$ cat config.mk
export PLATFORM = sky130hd
export DESIGN_NAME = pcx_rle_image_decoder
export DESIGN_NICKNAME = d
export VERILOG_FILES = /design/src/rtl/pcxrle_pkg.sv /design/src/rtl/pcxrle_dp.sv /design/src/rtl/pcxrle_ctrl.sv /design/src/rtl/pcx_rle_image_decoder.sv
export SDC_FILE = /design/constraint.sdc
export NUM_CORES = 1
export LEC_CHECK = 0
export ABC_CLOCK_PERIOD_IN_PS = 7600
export BUFFER_PORTS_ARGS = -buffer_cell sky130_fd_sc_hd__buf_4
export CAP_MARGIN = 20
export CORE_ASPECT_RATIO = 1.25
export CORE_MARGIN = 2
export CORE_UTILIZATION = 59
export CTS_BUF_LIST = sky130_fd_sc_hd__clkbuf_4
export DETAILED_ROUTE_END_ITERATION = 12
export PLACE_DENSITY = 0.83
export SLEW_MARGIN = 20
export SYNTH_ARGS = -nofsm -noshare
export SYNTH_HDL_FRONTEND = slang
export SYNTH_SLANG_ARGS = --single-unit
$ cat constraint.sdc
create_clock -name clk -period 7.6 [get_ports clk]
set_input_delay 0.38 -clock clk [delete_from_list [all_inputs] [get_ports clk]]
set_output_delay 0.38 -clock clk [all_outputs]
set_load 0.02 [all_outputs]
$ cat src/rtl/pcxrle_pkg.sv
// ----------------------------------------------------------------------------
// PCX RLE decoder package
// Shared types, header offsets, byte constants and status codes for the
// 8-bit PCX run-length decoder.
// ----------------------------------------------------------------------------
package pcxrle_pkg;

	// default largest accepted width or height
	localparam int MAX_DIM_DEF = 4096;

	// header byte constants
	localparam logic [7:0]  HDR_SIG      = 8'h0A;
	localparam logic [7:0]  HDR_VERSION  = 8'h05;
	localparam logic [7:0]  HDR_ENC_RLE  = 8'h01;
	localparam logic [7:0]  HDR_BPP      = 8'h08;
	localparam logic [7:0]  HDR_PLANES   = 8'h01;
	localparam logic [15:0] HDR_PAL_INFO = 16'h0001;

	// run header: top two bits set, low six bits are the count
	localparam logic [7:0] RUN_MARK = 8'hC0;

	// footer signature ahead of the palette
	localparam logic [7:0] FOOT_SIG = 8'h0C;

	// header byte offsets
	localparam logic [6:0] OFS_SIG       = 7'd0;
	localparam logic [6:0] OFS_VER       = 7'd1;
	localparam logic [6:0] OFS_ENC       = 7'd2;
	localparam logic [6:0] OFS_BPP       = 7'd3;
	localparam logic [6:0] OFS_WIN       = 7'd4;
	localparam logic [6:0] OFS_WIN_END   = 7'd11;
	localparam logic [6:0] OFS_PLANES    = 7'd65;
	localparam logic [6:0] OFS_STRIDE_LO = 7'd66;
	localparam logic [6:0] OFS_STRIDE_HI = 7'd67;
	localparam logic [6:0] OFS_PAL_LO    = 7'd68;
	localparam logic [6:0] OFS_PAL_HI    = 7'd69;
	localparam logic [6:0] OFS_LAST      = 7'd127;

	// footer: signature plus 768 palette bytes; position of the last byte
	localparam logic [9:0] FOOT_LAST = 10'd768;

	// status codes
	localparam logic [3:0] CODE_OK          = 4'd0;
	localparam logic [3:0] CODE_TRUNCATED   = 4'd1;
	localparam logic [3:0] CODE_SHORT_HDR   = 4'd2;
	localparam logic [3:0] CODE_SIGNATURE   = 4'd3;
	localparam logic [3:0] CODE_VERSION     = 4'd4;
	localparam logic [3:0] CODE_ENCODING    = 4'd5;
	localparam logic [3:0] CODE_BPP         = 4'd6;
	localparam logic [3:0] CODE_PLANES      = 4'd7;
	localparam logic [3:0] CODE_PAL_INFO    = 4'd8;
	localparam logic [3:0] CODE_X_ORDER     = 4'd9;
	localparam logic [3:0] CODE_Y_ORDER     = 4'd10;
	localparam logic [3:0] CODE_WIDTH       = 4'd11;
	localparam logic [3:0] CODE_HEIGHT      = 4'd12;
	localparam logic [3:0] CODE_STRIDE      = 4'd13;
	localparam logic [3:0] CODE_SHORT_FOOT  = 4'd14;
	localparam logic [3:0] CODE_BAD_FOOTER  = 4'd15;

	typedef enum logic [1:0] {
		KIND_PIXEL   = 2'd0,
		KIND_PALETTE = 2'd1,
		KIND_STATUS  = 2'd2
	} kind_t;

	typedef enum logic [2:0] {
		ST_HEADER,
		ST_CHECK,
		ST_DECIDE,
		ST_DATA,
		ST_EXPAND,
		ST_FOOTER,
		ST_FINAL,
		ST_DONE
	} state_t;

	typedef enum logic [1:0] {
		OSEL_NONE,
		OSEL_PIXEL,
		OSEL_PALETTE,
		OSEL_STATUS
	} out_sel_t;

	// controller to datapath
	typedef struct packed {
		logic       hdr_capture;
		logic       check_load;
		logic       left_load;
		logic       run_mark;
		logic       run_load;
		logic       pix_step;
		logic       foot_byte;
		out_sel_t   out_sel;
		logic [3:0] stat_code;
		logic       stat_geo;
		logic       stat_empty;
	} dp_cmd_t;

	// datapath to controller
	typedef struct packed {
		logic       slot_free;
		logic       hdr_last;
		logic [3:0] pend_code;
		logic [3:0] geo_code;
		logic       total_zero;
		logic       left_one;
		logic       cnt_zero;
		logic       cnt_one;
		logic       run_pending;
		logic       run_hdr;
		logic       foot_start;  // next footer byte is the signature
		logic       foot_last;
		logic       foot_err;
	} dp_sts_t;

endpackage

$ cat src/rtl/pcxrle_dp.sv
// ----------------------------------------------------------------------------
// PCX RLE decoder datapath
// Header field capture, geometry check, run counters, footer position and
// the output register.
// ----------------------------------------------------------------------------
module pcxrle_dp #(
	parameter int MAX_DIM = pcxrle_pkg::MAX_DIM_DEF
) (
	input  logic                 clk,
	input  logic                 arst_n,
	input  logic [7:0]           in_byte,
	input  pcxrle_pkg::dp_cmd_t  cmd,
	output pcxrle_pkg::dp_sts_t  sts,
	input  logic                 result_ready,
	output logic                 result_valid,
	output logic [1:0]           kind,
	output logic [7:0]           value,
	output logic [3:0]           status,
	output logic                 empty_image,
	output logic [12:0]          image_width,
	output logic [12:0]          image_height,
	output logic [15:0]          line_stride,
	output logic                 last
);
	import pcxrle_pkg::*;

	// largest image total is MAX_DIM lines of the widest stride
	localparam longint unsigned MAX_TOTAL = longint'(MAX_DIM) * 65535;
	localparam int              LEFT_W    = $clog2(MAX_TOTAL + 1);

	logic [6:0]        hdr_pos_q;
	logic [3:0][15:0]  win_q;
	logic [15:0]       stride_q;
	logic [7:0]        pal_lo_q;
	logic [3:0]        pend_q;
	logic [3:0]        hdr_err;
	logic [2:0]        widx;

	logic [15:0]       width_c;
	logic [15:0]       height_c;
	logic [3:0]        geo_c;
	logic [15:0]       width_q;
	logic [15:0]       height_q;
	logic [3:0]        geo_q;
	logic [31:0]       total_q;

	logic [LEFT_W-1:0] left_q;
	logic              run_pend_q;
	logic [5:0]        run_cnt_q;
	logic [5:0]        cnt_q;
	logic [7:0]        val_q;

	logic [9:0]        foot_pos_q;
	logic              foot_err_q;

	logic              res_valid_q;
	logic [1:0]        kind_q;
	logic [7:0]        value_q;
	logic [3:0]        status_q;
	logic              empty_q;
	logic [12:0]       width_out_q;
	logic [12:0]       height_out_q;
	logic [15:0]       stride_out_q;
	logic              last_q;

	// header byte checks
	assign widx = 3'(hdr_pos_q - OFS_WIN);

	always_comb begin
		hdr_err = CODE_OK;
		case (hdr_pos_q) inside
			OFS_SIG:    if (in_byte != HDR_SIG)     hdr_err = CODE_SIGNATURE;
			OFS_VER:    if (in_byte != HDR_VERSION) hdr_err = CODE_VERSION;
			OFS_ENC:    if (in_byte != HDR_ENC_RLE) hdr_err = CODE_ENCODING;
			OFS_BPP:    if (in_byte != HDR_BPP)     hdr_err = CODE_BPP;
			OFS_PLANES: if (in_byte != HDR_PLANES)  hdr_err = CODE_PLANES;
			OFS_PAL_HI: if ({in_byte, pal_lo_q} != HDR_PAL_INFO) hdr_err = CODE_PAL_INFO;
			default:    hdr_err = CODE_OK;
		endcase
	end

	always_ff @(posedge clk or negedge arst_n) begin
		if (!arst_n) begin
			hdr_pos_q <= '0;
			win_q     <= '0;
			stride_q  <= '0;
			pal_lo_q  <= '0;
			pend_q    <= CODE_OK;
		end else if (cmd.hdr_capture) begin
			hdr_pos_q <= hdr_pos_q + 7'd1;
			if (hdr_err != CODE_OK && pend_q == CODE_OK) begin
				pend_q <= hdr_err;
			end
			case (hdr_pos_q) inside
				[OFS_WIN:OFS_WIN_END]: begin
					if (widx[0]) begin
						win_q[widx[2:1]][15:8] <= in_byte;
					end else begin
						win_q[widx[2:1]][7:0] <= in_byte;
					end
				end
				OFS_STRIDE_LO: stride_q[7:0]  <= in_byte;
				OFS_STRIDE_HI: stride_q[15:8] <= in_byte;
				OFS_PAL_LO:    pal_lo_q       <= in_byte;
				default: ;
			endcase
		end
	end

	// geometry: window words are x_min, y_min, x_max, y_max
	assign width_c  = win_q[2] - win_q[0] + 16'd1;
	assign height_c = win_q[3] - win_q[1] + 16'd1;

	always_comb begin
		if (win_q[0] > win_q[2]) begin
			geo_c = CODE_X_ORDER;
		end else if (win_q[1] > win_q[3]) begin
			geo_c = CODE_Y_ORDER;
		end else if ({1'b0, width_c} > 17'(MAX_DIM)) begin
			geo_c = CODE_WIDTH;
		end else if ({1'b0, height_c} > 17'(MAX_DIM)) begin
			geo_c = CODE_HEIGHT;
		end else if (stride_q < width_c) begin
			geo_c = CODE_STRIDE;
		end else begin
			geo_c = CODE_OK;
		end
	end

	always_ff @(posedge clk or negedge arst_n) begin
		if (!arst_n) begin
			geo_q <= CODE_OK;
		end else if (cmd.check_load) begin
			geo_q <= geo_c;
		end
	end

	always_ff @(posedge clk) begin
		if (cmd.check_load) begin
			width_q  <= width_c;
			height_q <= height_c;
			total_q  <= 32'(height_c) * 32'(stride_q);
		end
	end

	// run expansion counters
	always_ff @(posedge clk or negedge arst_n) begin
		if (!arst_n) begin
			left_q     <= '0;
			run_pend_q <= 1'b0;
			run_cnt_q  <= '0;
			cnt_q      <= '0;
		end else begin
			if (cmd.left_load) begin
				left_q <= total_q[LEFT_W-1:0];
			end else if (cmd.pix_step) begin
				left_q <= left_q - LEFT_W'(1);
			end
			if (cmd.run_mark) begin
				run_pend_q <= 1'b1;
				run_cnt_q  <= in_byte[5:0];
			end else if (cmd.run_load) begin
				run_pend_q <= 1'b0;
			end
			if (cmd.run_load) begin
				cnt_q <= run_pend_q ? run_cnt_q : 6'd1;
			end else if (cmd.pix_step) begin
				cnt_q <= cnt_q - 6'd1;
			end
		end
	end

	always_ff @(posedge clk) begin
		if (cmd.run_load) begin
			val_q <= in_byte;
		end
	end

	// footer position and signature flag
	always_ff @(posedge clk or negedge arst_n) begin
		if (!arst_n) begin
			foot_pos_q <= '0;
			foot_err_q <= 1'b0;
		end else if (cmd.foot_byte) begin
			foot_pos_q <= foot_pos_q + 10'd1;
			if (foot_pos_q == '0 && in_byte != FOOT_SIG) begin
				foot_err_q <= 1'b1;
			end
		end
	end

	// output register
	always_ff @(posedge clk or negedge arst_n) begin
		if (!arst_n) begin
			res_valid_q <= 1'b0;
		end else if (cmd.out_sel != OSEL_NONE) begin
			res_valid_q <= 1'b1;
		end else if (result_ready) begin
			res_valid_q <= 1'b0;
		end
	end

	always_ff @(posedge clk) begin
		case (cmd.out_sel)
			OSEL_PIXEL, OSEL_PALETTE: begin
				kind_q       <= (cmd.out_sel == OSEL_PIXEL) ? KIND_PIXEL : KIND_PALETTE;
				value_q      <= (cmd.out_sel == OSEL_PIXEL) ? val_q : in_byte;
				status_q     <= CODE_OK;
				empty_q      <= 1'b0;
				width_out_q  <= '0;
				height_out_q <= '0;
				stride_out_q <= '0;
				last_q       <= 1'b0;
			end
			OSEL_STATUS: begin
				kind_q       <= KIND_STATUS;
				value_q      <= '0;
				status_q     <= cmd.stat_code;
				empty_q      <= cmd.stat_empty;
				width_out_q  <= cmd.stat_geo ? width_q[12:0] : 13'd0;
				height_out_q <= cmd.stat_geo ? height_q[12:0] : 13'd0;
				stride_out_q <= cmd.stat_geo ? stride_q : 16'd0;
				last_q       <= 1'b1;
			end
			default: ;
		endcase
	end

	assign result_valid = res_valid_q;
	assign kind         = kind_q;
	assign value        = value_q;
	assign status       = status_q;
	assign empty_image  = empty_q;
	assign image_width  = width_out_q;
	assign image_height = height_out_q;
	assign line_stride  = stride_out_q;
	assign last         = last_q;

	always_comb begin
		sts             = '0;
		sts.slot_free   = !res_valid_q || result_ready;
		sts.hdr_last    = hdr_pos_q == OFS_LAST;
		sts.pend_code   = pend_q;
		sts.geo_code    = geo_q;
		sts.total_zero  = total_q == '0;
		sts.left_one    = left_q == LEFT_W'(1);
		sts.cnt_zero    = cnt_q == '0;
		sts.cnt_one     = cnt_q == 6'd1;
		sts.run_pending = run_pend_q;
		sts.run_hdr     = (in_byte & RUN_MARK) == RUN_MARK;
		sts.foot_start  = foot_pos_q == '0;
		sts.foot_last   = foot_pos_q == FOOT_LAST;
		sts.foot_err    = foot_err_q;
	end

endmodule

$ cat src/rtl/pcxrle_ctrl.sv
// ----------------------------------------------------------------------------
// PCX RLE decoder controller
// Phase state machine: header, geometry check, run data, footer, done.
// ----------------------------------------------------------------------------
module pcxrle_ctrl (
	input  logic                 clk,
	input  logic                 arst_n,
	input  logic                 item_valid,
	input  logic                 end_of_stream,
	output logic                 item_ready,
	output pcxrle_pkg::dp_cmd_t  cmd,
	input  pcxrle_pkg::dp_sts_t  sts
);
	import pcxrle_pkg::*;

	state_t state_q;
	state_t state_d;
	logic   accept;

	always_comb begin
		case (state_q)
			ST_HEADER, ST_DATA, ST_FOOTER: item_ready = sts.slot_free;
			ST_DONE:                       item_ready = 1'b1;
			default:                       item_ready = 1'b0;
		endcase
	end

	assign accept = item_valid && item_ready;

	always_ff @(posedge clk or negedge arst_n) begin
		if (!arst_n) begin
			state_q <= ST_HEADER;
		end else begin
			state_q <= state_d;
		end
	end

	// next state
	always_comb begin
		state_d = state_q;
		case (state_q)
			ST_HEADER: begin
				if (accept) begin
					if (end_of_stream) begin
						state_d = ST_DONE;
					end else if (sts.hdr_last) begin
						state_d = ST_CHECK;
					end
				end
			end
			ST_CHECK: state_d = ST_DECIDE;
			ST_DECIDE: begin
				if (sts.pend_code != CODE_OK || sts.geo_code != CODE_OK || sts.total_zero) begin
					if (sts.slot_free) begin
						state_d = ST_DONE;
					end
				end else begin
					state_d = ST_DATA;
				end
			end
			ST_DATA: begin
				if (accept) begin
					if (end_of_stream) begin
						state_d = ST_DONE;
					end else if (sts.run_pending || !sts.run_hdr) begin
						state_d = ST_EXPAND;
					end
				end
			end
			ST_EXPAND: begin
				if (sts.cnt_zero) begin
					state_d = ST_DATA;
				end else if (sts.slot_free) begin
					if (sts.left_one) begin
						state_d = ST_FOOTER;
					end else if (sts.cnt_one) begin
						state_d = ST_DATA;
					end
				end
			end
			ST_FOOTER: begin
				if (accept) begin
					if (end_of_stream) begin
						state_d = ST_DONE;
					end else if (sts.foot_last) begin
						state_d = ST_FINAL;
					end
				end
			end
			ST_FINAL: begin
				if (sts.slot_free) begin
					state_d = ST_DONE;
				end
			end
			ST_DONE: state_d = ST_DONE;
			default: state_d = ST_HEADER;
		endcase
	end

	// datapath commands
	always_comb begin
		cmd = '0;
		case (state_q)
			ST_HEADER: begin
				if (accept) begin
					if (end_of_stream) begin
						cmd.out_sel   = OSEL_STATUS;
						cmd.stat_code = CODE_SHORT_HDR;
					end else begin
						cmd.hdr_capture = 1'b1;
					end
				end
			end
			ST_CHECK: cmd.check_load = 1'b1;
			ST_DECIDE: begin
				if (sts.pend_code != CODE_OK) begin
					if (sts.slot_free) begin
						cmd.out_sel   = OSEL_STATUS;
						cmd.stat_code = sts.pend_code;
					end
				end else if (sts.geo_code != CODE_OK) begin
					if (sts.slot_free) begin
						cmd.out_sel   = OSEL_STATUS;
						cmd.stat_code = sts.geo_code;
					end
				end else if (sts.total_zero) begin
					if (sts.slot_free) begin
						cmd.out_sel    = OSEL_STATUS;
						cmd.stat_code  = CODE_OK;
						cmd.stat_geo   = 1'b1;
						cmd.stat_empty = 1'b1;
					end
				end else begin
					cmd.left_load = 1'b1;
				end
			end
			ST_DATA: begin
				if (accept) begin
					if (end_of_stream) begin
						cmd.out_sel   = OSEL_STATUS;
						cmd.stat_code = CODE_TRUNCATED;
						cmd.stat_geo  = 1'b1;
					end else if (sts.run_pending || !sts.run_hdr) begin
						cmd.run_load = 1'b1;
					end else begin
						cmd.run_mark = 1'b1;
					end
				end
			end
			ST_EXPAND: begin
				if (!sts.cnt_zero && sts.slot_free) begin
					cmd.pix_step = 1'b1;
					cmd.out_sel  = OSEL_PIXEL;
				end
			end
			ST_FOOTER: begin
				if (accept) begin
					if (end_of_stream) begin
						cmd.out_sel   = OSEL_STATUS;
						cmd.stat_code = CODE_SHORT_FOOT;
						cmd.stat_geo  = 1'b1;
					end else begin
						cmd.foot_byte = 1'b1;
						if (!sts.foot_start) begin
							cmd.out_sel = OSEL_PALETTE;
						end
					end
				end
			end
			ST_FINAL: begin
				if (sts.slot_free) begin
					cmd.out_sel   = OSEL_STATUS;
					cmd.stat_code = sts.foot_err ? CODE_BAD_FOOTER : CODE_OK;
					cmd.stat_geo  = 1'b1;
				end
			end
			default: ;
		endcase
	end

	// a finished stream stays finished
	a_done_sticky: assert property (@(posedge clk) disable iff (!arst_n)
		state_q == ST_DONE |=> state_q == ST_DONE)
		else $error("decoder left the done state");

	// nothing is loaded into an occupied output register
	a_emit_slot: assert property (@(posedge clk) disable iff (!arst_n)
		cmd.out_sel != OSEL_NONE |-> sts.slot_free)
		else $error("result overwritten before it was taken");

	// a pixel is only produced while the run has count left
	a_pix_count: assert property (@(posedge clk) disable iff (!arst_n)
		cmd.pix_step |-> !sts.cnt_zero && state_q == ST_EXPAND)
		else $error("pixel emitted with an exhausted run");

	// the status item of a finished stream is the last thing emitted
	a_done_quiet: assert property (@(posedge clk) disable iff (!arst_n)
		state_q == ST_DONE |-> cmd.out_sel == OSEL_NONE)
		else $error("result emitted after the stream ended");

endmodule

$ cat src/rtl/pcx_rle_image_decoder.sv
// ----------------------------------------------------------------------------
// PCX 8-bit RLE image decoder
// Checks the 128-byte header, expands run-length pixel data into
// height * stride pixel bytes, passes the 769-byte footer palette and ends
// the stream with one status transaction.
// ----------------------------------------------------------------------------
//
//   channel   handshake                   payload
//   -------   -------------------------   -------------------------------------
//   item      item_valid / item_ready     in_byte, end_of_stream
//   result    result_valid / result_ready kind, value, status, empty_image,
//                                         image_width, image_height,
//                                         line_stride, last
//
// Flow: header and footer bytes are accepted while the result register is
// free. Each data byte is expanded into the pixels of its run (0 to 63 after
// a run header, 1 for a literal) by the single expansion counter, which emits
// one pixel per cycle while the result register is free; a run of zero still
// passes through the expansion state, and a run header byte is only accepted.
// The end of the header passes through the geometry check and the registered
// height * stride product; the closing status follows the last palette byte.
// Reset: arst_n clears the phase, counters and the result valid flag at once;
// no clearing pass is needed.
// Stalls: the result register lets the next byte be accepted while a result
// waits, as long as result_ready takes it in the same cycle.
// ----------------------------------------------------------------------------
module pcx_rle_image_decoder #(
	parameter int MAX_DIM = pcxrle_pkg::MAX_DIM_DEF
) (
	input  logic        clk,
	input  logic        arst_n,
	// byte stream
	input  logic        item_valid,
	output logic        item_ready,
	input  logic [7:0]  in_byte,
	input  logic        end_of_stream,
	// result stream
	output logic        result_valid,
	input  logic        result_ready,
	output logic [1:0]  kind,
	output logic [7:0]  value,
	output logic [3:0]  status,
	output logic        empty_image,
	output logic [12:0] image_width,
	output logic [12:0] image_height,
	output logic [15:0] line_stride,
	output logic        last
);
	import pcxrle_pkg::*;

	dp_cmd_t cmd;
	dp_sts_t sts;

	// phase sequencing: decides which byte means what and when to emit
	pcxrle_ctrl u_ctrl (
		.clk           (clk),
		.arst_n        (arst_n),
		.item_valid    (item_valid),
		.end_of_stream (end_of_stream),
		.item_ready    (item_ready),
		.cmd           (cmd),
		.sts           (sts)
	);

	// header fields, geometry, run counters, footer position, result register
	pcxrle_dp #(
		.MAX_DIM (MAX_DIM)
	) u_dp (
		.clk          (clk),
		.arst_n       (arst_n),
		.in_byte      (in_byte),
		.cmd          (cmd),
		.sts          (sts),
		.result_ready (result_ready),
		.result_valid (result_valid),
		.kind         (kind),
		.value        (value),
		.status       (status),
		.empty_image  (empty_image),
		.image_width  (image_width),
		.image_height (image_height),
		.line_stride  (line_stride),
		.last         (last)
	);

endmodule
## Yosys cells after proc, flatten, opt, wreduce, memory -nomap -nowiden

Index checks and enable logic that the tools add are counted.

- Memories: 0
- Word-level logic and storage cells: 228
- Bits in registers: 283
- Bits in read-only memories: 0
- Bits in latches: 0
- Output and inout bits: 60
- Memory bits (writable): 0
- Input bits: 13

- Muxes and demuxes: 102
- Reductions and logical operators: 37
- Order comparisons: 9
- Bitwise logic cells: 3
- Equality and inequality tests: 37
- Shifts and indexed selects: 0
- Div/mod/pow operators: 0
- Add/subtract/negate cells: 9
- $mul: 1

Operators by type and width:

| cell | count |
|---|---|
| $bwmux W64 | 2 |
| $demux W16 S2 | 2 |
| $mux W64 | 1 |
| $mux W3 | 19 |
| $mux W28 | 2 |
| $mux W6 | 9 |
| $mux W4 | 13 |
| $pmux W13 S2 | 2 |
| $eq A7 B7 Y1 const B | 6 |
| $mux W8 | 5 |
| $add A16 B1 Y16 const B | 2 |
| $gt A16 B13 Y1 const B | 2 |
| $gt A16 B16 Y1 | 2 |
| $logic_not A32 Y1 | 1 |
| $mul A16 B16 Y32 | 1 |
| $mux W16 | 2 |
| $pmux W16 S2 | 1 |
| $sub A16 B16 Y16 | 2 |
| $eq A28 B1 Y1 const B | 1 |
| $sub A28 B1 Y28 const B | 1 |
| $mux W13 | 2 |
| $ne A8 B4 Y1 const B | 3 |
| $pmux W3 S8 | 1 |
| $mux W7 | 3 |
| 54 further kinds | 113 |

## Depth between registers and ports, before layout

- Word-level depth: 11
- Mapped depth: 35
- Depth with buffers taken out: 34

## By module

Synthesis repeated with hierarchy kept, for this count alone.

- Cells, all modules: 2,331
- Area, all modules: 22,963.3 µm²

By module, submodules not included:

| module | area an instance (µm²) | cells an instance | times used | seq. area each (µm²) |
|---|---|---|---|---|
| pcxrle_dp | 22,283.9 | 2,244 | 1 | 7,597.3 |
| pcxrle_ctrl | 679.4 | 87 | 1 | 75.1 |

## Worst setup path after synthesis

Ideal clock, no wire load.

- Path kind: register to register
- Start: register u_dp.win_q[18] in the netlist's numbering
- End: register u_dp.total_q[31] (data pin)
- Library setup time: 0.260 ns
- Cell stages (with the launch flop): 33
- Clock period less this slack: 8.394 ns
- Data required time: 7.340 ns
- Data arrival time: 8.134 ns
- Buffers on the path: 1
- Setup slack: -0.794 ns
- Cells stage by stage: dfrtp_1 > inv_1 > ha_1 > ha_1 > a21o_1 > a21oi_1 > o21ai_1 > a21o_1 > maj3_1 > xor2_1 > clkbuf_1 > nand2_1 > fa_1 > fa_1 > inv_1 > fa_1 > inv_1 > fa_1 > inv_1 > fa_1 > inv_1 > fa_1 > inv_1 > ha_1 > and4_1 > and2_1 > a31oi_1 > a21oi_1 > o41ai_1 > o211ai_1 > a31o_2 > a21oi_1 > xnor2_1

- Word-level cells in the longest chain between the ends: 3

Ends and longest elaborated chain:

| what | RTL line | source |
|---|---|---|
| start: declaration | pcxrle_dp.sv:32 | `logic [3:0][15:0] win_q;` |
| start signal: indexed assignment | pcxrle_dp.sv:97 | `win_q[widx[2:1]][15:8] <= in_byte;` |
| start signal: indexed assignment | pcxrle_dp.sv:99 | `win_q[widx[2:1]][7:0] <= in_byte;` |
| $sub A16 B16 Y16 | pcxrle_dp.sv:112 | `assign height_c = win_q[3] - win_q[1] + 16'd1;` |
| $add A16 B1 Y16 | pcxrle_dp.sv:112 |  |
| named net u_dp.height_c[8] | pcxrle_dp.sv:40 | `logic [15:0] height_c;` |
| $mul A16 B16 Y32 | pcxrle_dp.sv:142 | `total_q <= 32'(height_c) * 32'(stride_q);` |
| end signal: assignment | pcxrle_dp.sv:142 |  |
| end: declaration | pcxrle_dp.sv:45 | `logic [31:0] total_q;` |

The timed path passes the listed nets, and every way through them passes these cells.
A chain may end at the register's enable or synchronous reset.

## Worst setup path after layout

- Start: register u_dp.win_q[17] in the netlist's numbering
- End: register u_dp.total_q[30] (data pin)

- Word-level cells in the longest chain between the ends: 3

Ends and longest elaborated chain:

| what | RTL line |
|---|---|
| $sub A16 B16 Y16 | pcxrle_dp.sv:112 |
| $add A16 B1 Y16 | pcxrle_dp.sv:112 |
| $mul A16 B16 Y32 | pcxrle_dp.sv:142 |

Every way passes these cells.

==> results.toml <==
[global_routing]
grt_max_degree = 93
antenna_found_initial = 4
grt_pass1_wl_mm = 94.6
grt_pass1_vias = 19200
gr-usage-all-layers_pct = 29.2
grt_overflow = 0

[logic_synthesis]
synth_edf_count = 123
netlist-cell-type-count = 82
syn_area_um2 = 23100
yosysWarnings = 0
avgSynthCellArea_um2 = 10.3
synth-seq-cells = 282
yosysSeqAreaShare_pct = 33.3
synthArstFlopShare_pct = 56.4
synth_cells = 2229
synth_fp_nets = 2656
ys.flop_type = "dfrtp_1"

[routing]
drc_errors = 0
vias = 18100
ant_nets = 0
drt-total-wl_mm = 59.3
drt_first_pass_iters = 8
avgViaCountPerCell = 6.00
drtIter0Drc = 1537
post_drt_wl_per_cell_um = 19.6

[sta]
min_period_ns = 8.03
rsz0062_at_grt = "true"
fmax_mhz = 124
final_max_slew_viol_count = 0
tns_ns = -3.10
finalSetupViolations = 14
finalHoldViolations = 0
whs_ns = 0.153
finClkSkew_ns = 0.0705
max_slew_margin_pct = 29.3
setup_ws_ns = -0.434
finalCritPeriodShare_pct = 106
worst_pin_slew_ns = 1.05

[clock_network]
cts_sinks = 282
clk_latency_ns = 0.79
cts_max_level = 3
cts_inserted_buffers = 71
clk_pin_slew_ns = 0.07
clk_path_buf_depth = 3
cts_root_buf = "clkbuf_4"
cts_tree = "yes"

[floorplan]
die_w_um = 181
die_h_um = 225
io_pins = 73
dieArea_um2 = 40700
core_um2 = 38800
start_util_pct = 59.4
rows = 81

[critical_path]
worstPathMaxFanout = 4
critPathCaptureType = "flop"
max_stage_delay_ns = 0.56
cp.required_ns = 8.18
startpoint = "u_dp.win_q[17]"
r2r-end = "u_dp.total_q[30]"
reg2reg_from = "u_dp.win_q[17]"
path_common_cell = "fa_1"
path_class = "flop to flop"
startpoint_type = "flop"
rr_worst_depth = 32
crit_arrival_ns = 8.62
cpMaxStageDelayCell = "fa_2"
r2r_slack_ns = -0.43
crit_end = "u_dp.total_q[30]"

[placement]
dpl.hpwl_mm = 41.9
pre_cts_slack_ns = -0.601
gp_congestion = 0.936
port_buffers = 72

[final_layout]
area_delta_synth_final_pct = 17.3
final_cell_mix = "inv_1, buf_4, nand2_1"
fin_util_pct = 69.7
num-nets-final = 2895
final_common_cell = "inv_1"
drive_gt1_share_pct = 23.0

[outcome]
outcome = "complete, but fails checks"
violations = "setup timing"

[pwr]
power_density_nw_per_um2 = 172
irDropWorstVdd_mv = 0.221
power.leakage_nw = 12.6

[flow_run]
drv_cap = 0

[min_path]
min_path_type = "input port to flop"
[registers in the layout (all words and copies together), names as in the netlist, 4 cells and up]
name,cells
u_dp.win_q,64
u_dp.total_q,32
u_dp.left_q,28
u_dp.line_stride,16
u_dp.stride_q,16
u_dp.height_q,13
u_dp.image_height,13
u_dp.image_width,13
u_dp.width_q,13
u_dp.foot_pos_q,10
u_dp.pal_lo_q,8
u_dp.val_q,8
u_dp.value,8
u_dp.hdr_pos_q,7
u_dp.cnt_q,6
u_dp.run_cnt_q,6
u_dp.geo_q,4
u_dp.pend_q,4
u_dp.status,4
[worst min-delay path by stage]
stage	startpoint	end	slack, ns	depth (start not counted)
6_report	result_ready	u_dp.result_valid	0.15	3
3_5_place_dp	u_dp.foot_err_q	u_dp.foot_err_q	0.48	1
5_1_grt	item_valid	u_dp.hdr_pos_q[3]	0.12	4
2_1_floorplan	arst_n	u_ctrl.state_q[0]	0.08	0
3_3_place_gp	u_dp.total_q[18]	u_dp.left_q[18]	0.47	2
4_1_cts	item_valid	u_dp.hdr_pos_q[3]	0.09	4
[power breakdown]
group,total (mW),internal (mW),switching (mW)
logic,1.09,0.403,0.690
registers,2.17,1.97,0.201
clock network,1.38,0.723,0.656
[cell type report]
type | instances | area (um^2)
multi-input combinational | 1544 | 14700
clock inverter | 18 | 149
timing repair buffer | 242 | 1920
inverter | 327 | 1230
fill | 2546 | 11800
clock buffer | 108 | 811
sequential | 282 | 7670
antenna | 3 | 7.51
tap | 498 | 623
[cells by family (layout without fill, tap and decap cells)]
logic type | count (synthesis) | in the layout | synth area share (%)
other cells | 0 | 3 | 0
buf+inv | 404 | 695 | 6.60
flops | 282 | 282 | 33.3
compound gates | 295 | 295 | 8.68
simple gates | 659 | 659 | 14.9
xor+xnor | 77 | 78 | 2.92
mux | 95 | 95 | 4.63
fa+ha+maj | 417 | 417 | 29.0
[per-layer routing]
layer,global-route usage (%),part of all wire [%]
met1,34.7,37
met2,50.0,50
met3,5.59,7.9
met4,16.1,5.7
met5,0,0
[critical path: cells and delay by family (launching register included)]
kind                     cells  cell delay (ns)
AO/OA/AOI/OAI                9             1.52
buffers and inverters        7             0.51
AND/OR/NAND/NOR              5             1.00
XOR/XNOR                     1             0.22
flip-flops                   1             0.45
adder cells (fa/ha/maj)     10             4.13
[per-stage QoR]
step | total power [mW] | cells | area, um^2
2_1_floorplan | 2.81 | 2229 | 23400
3_3_place_gp | 3.22 | 2847 | 25200
3_5_place_dp | 3.27 | 2847 | 25200
4_1_cts | 4.65 | 3010 | 26800
5_1_grt | 4.86 | 3021 | 27100
6_report | 4.65 | 3022 | 27100
[Yosys cell counts, types with 25 or more instances]
| library cell | count | share of area, % |
|---|---|---|
| nor2_1 | 63 | 1.0 |
| nand2_1 | 218 | 3.5 |
| nor2b_1 | 71 | 1.9 |
| o21ai_0 | 52 | 1.1 |
| dfrtp_1 | 159 | 17 |
| edfxtp_1 | 123 | 16 |
| a21oi_1 | 72 | 1.6 |
| xor2_1 | 28 | 1.1 |
| clkbuf_1 | 72 | 1.2 |
| fa_1 | 197 | 17 |
| ha_1 | 217 | 12 |
| nand3_1 | 28 | 0.61 |
| nor3_1 | 37 | 0.80 |
| inv_1 | 325 | 5.3 |
| mux2_2 | 94 | 4.6 |
| a21o_1 | 32 | 1.0 |
| and2_1 | 111 | 3.0 |
| o211ai_1 | 25 | 0.81 |
| xnor2_1 | 49 | 1.9 |
[what timing repair did]
| item | 4_1_cts | 5_1_grt |
|---|---|---|
| gates resized for setup | 64 | 47 |
| hold buffers | 10 | 0 |
| endpoints found under the hold margin | 100 | 0 |
| endpoints found under the setup margin | 14 | 18 |
| setup buffers | 27 | 10 |
| gates cloned | 1 | 0 |
| pin swaps | 70 | 47 |
Power figures use the tool's default switching activity.
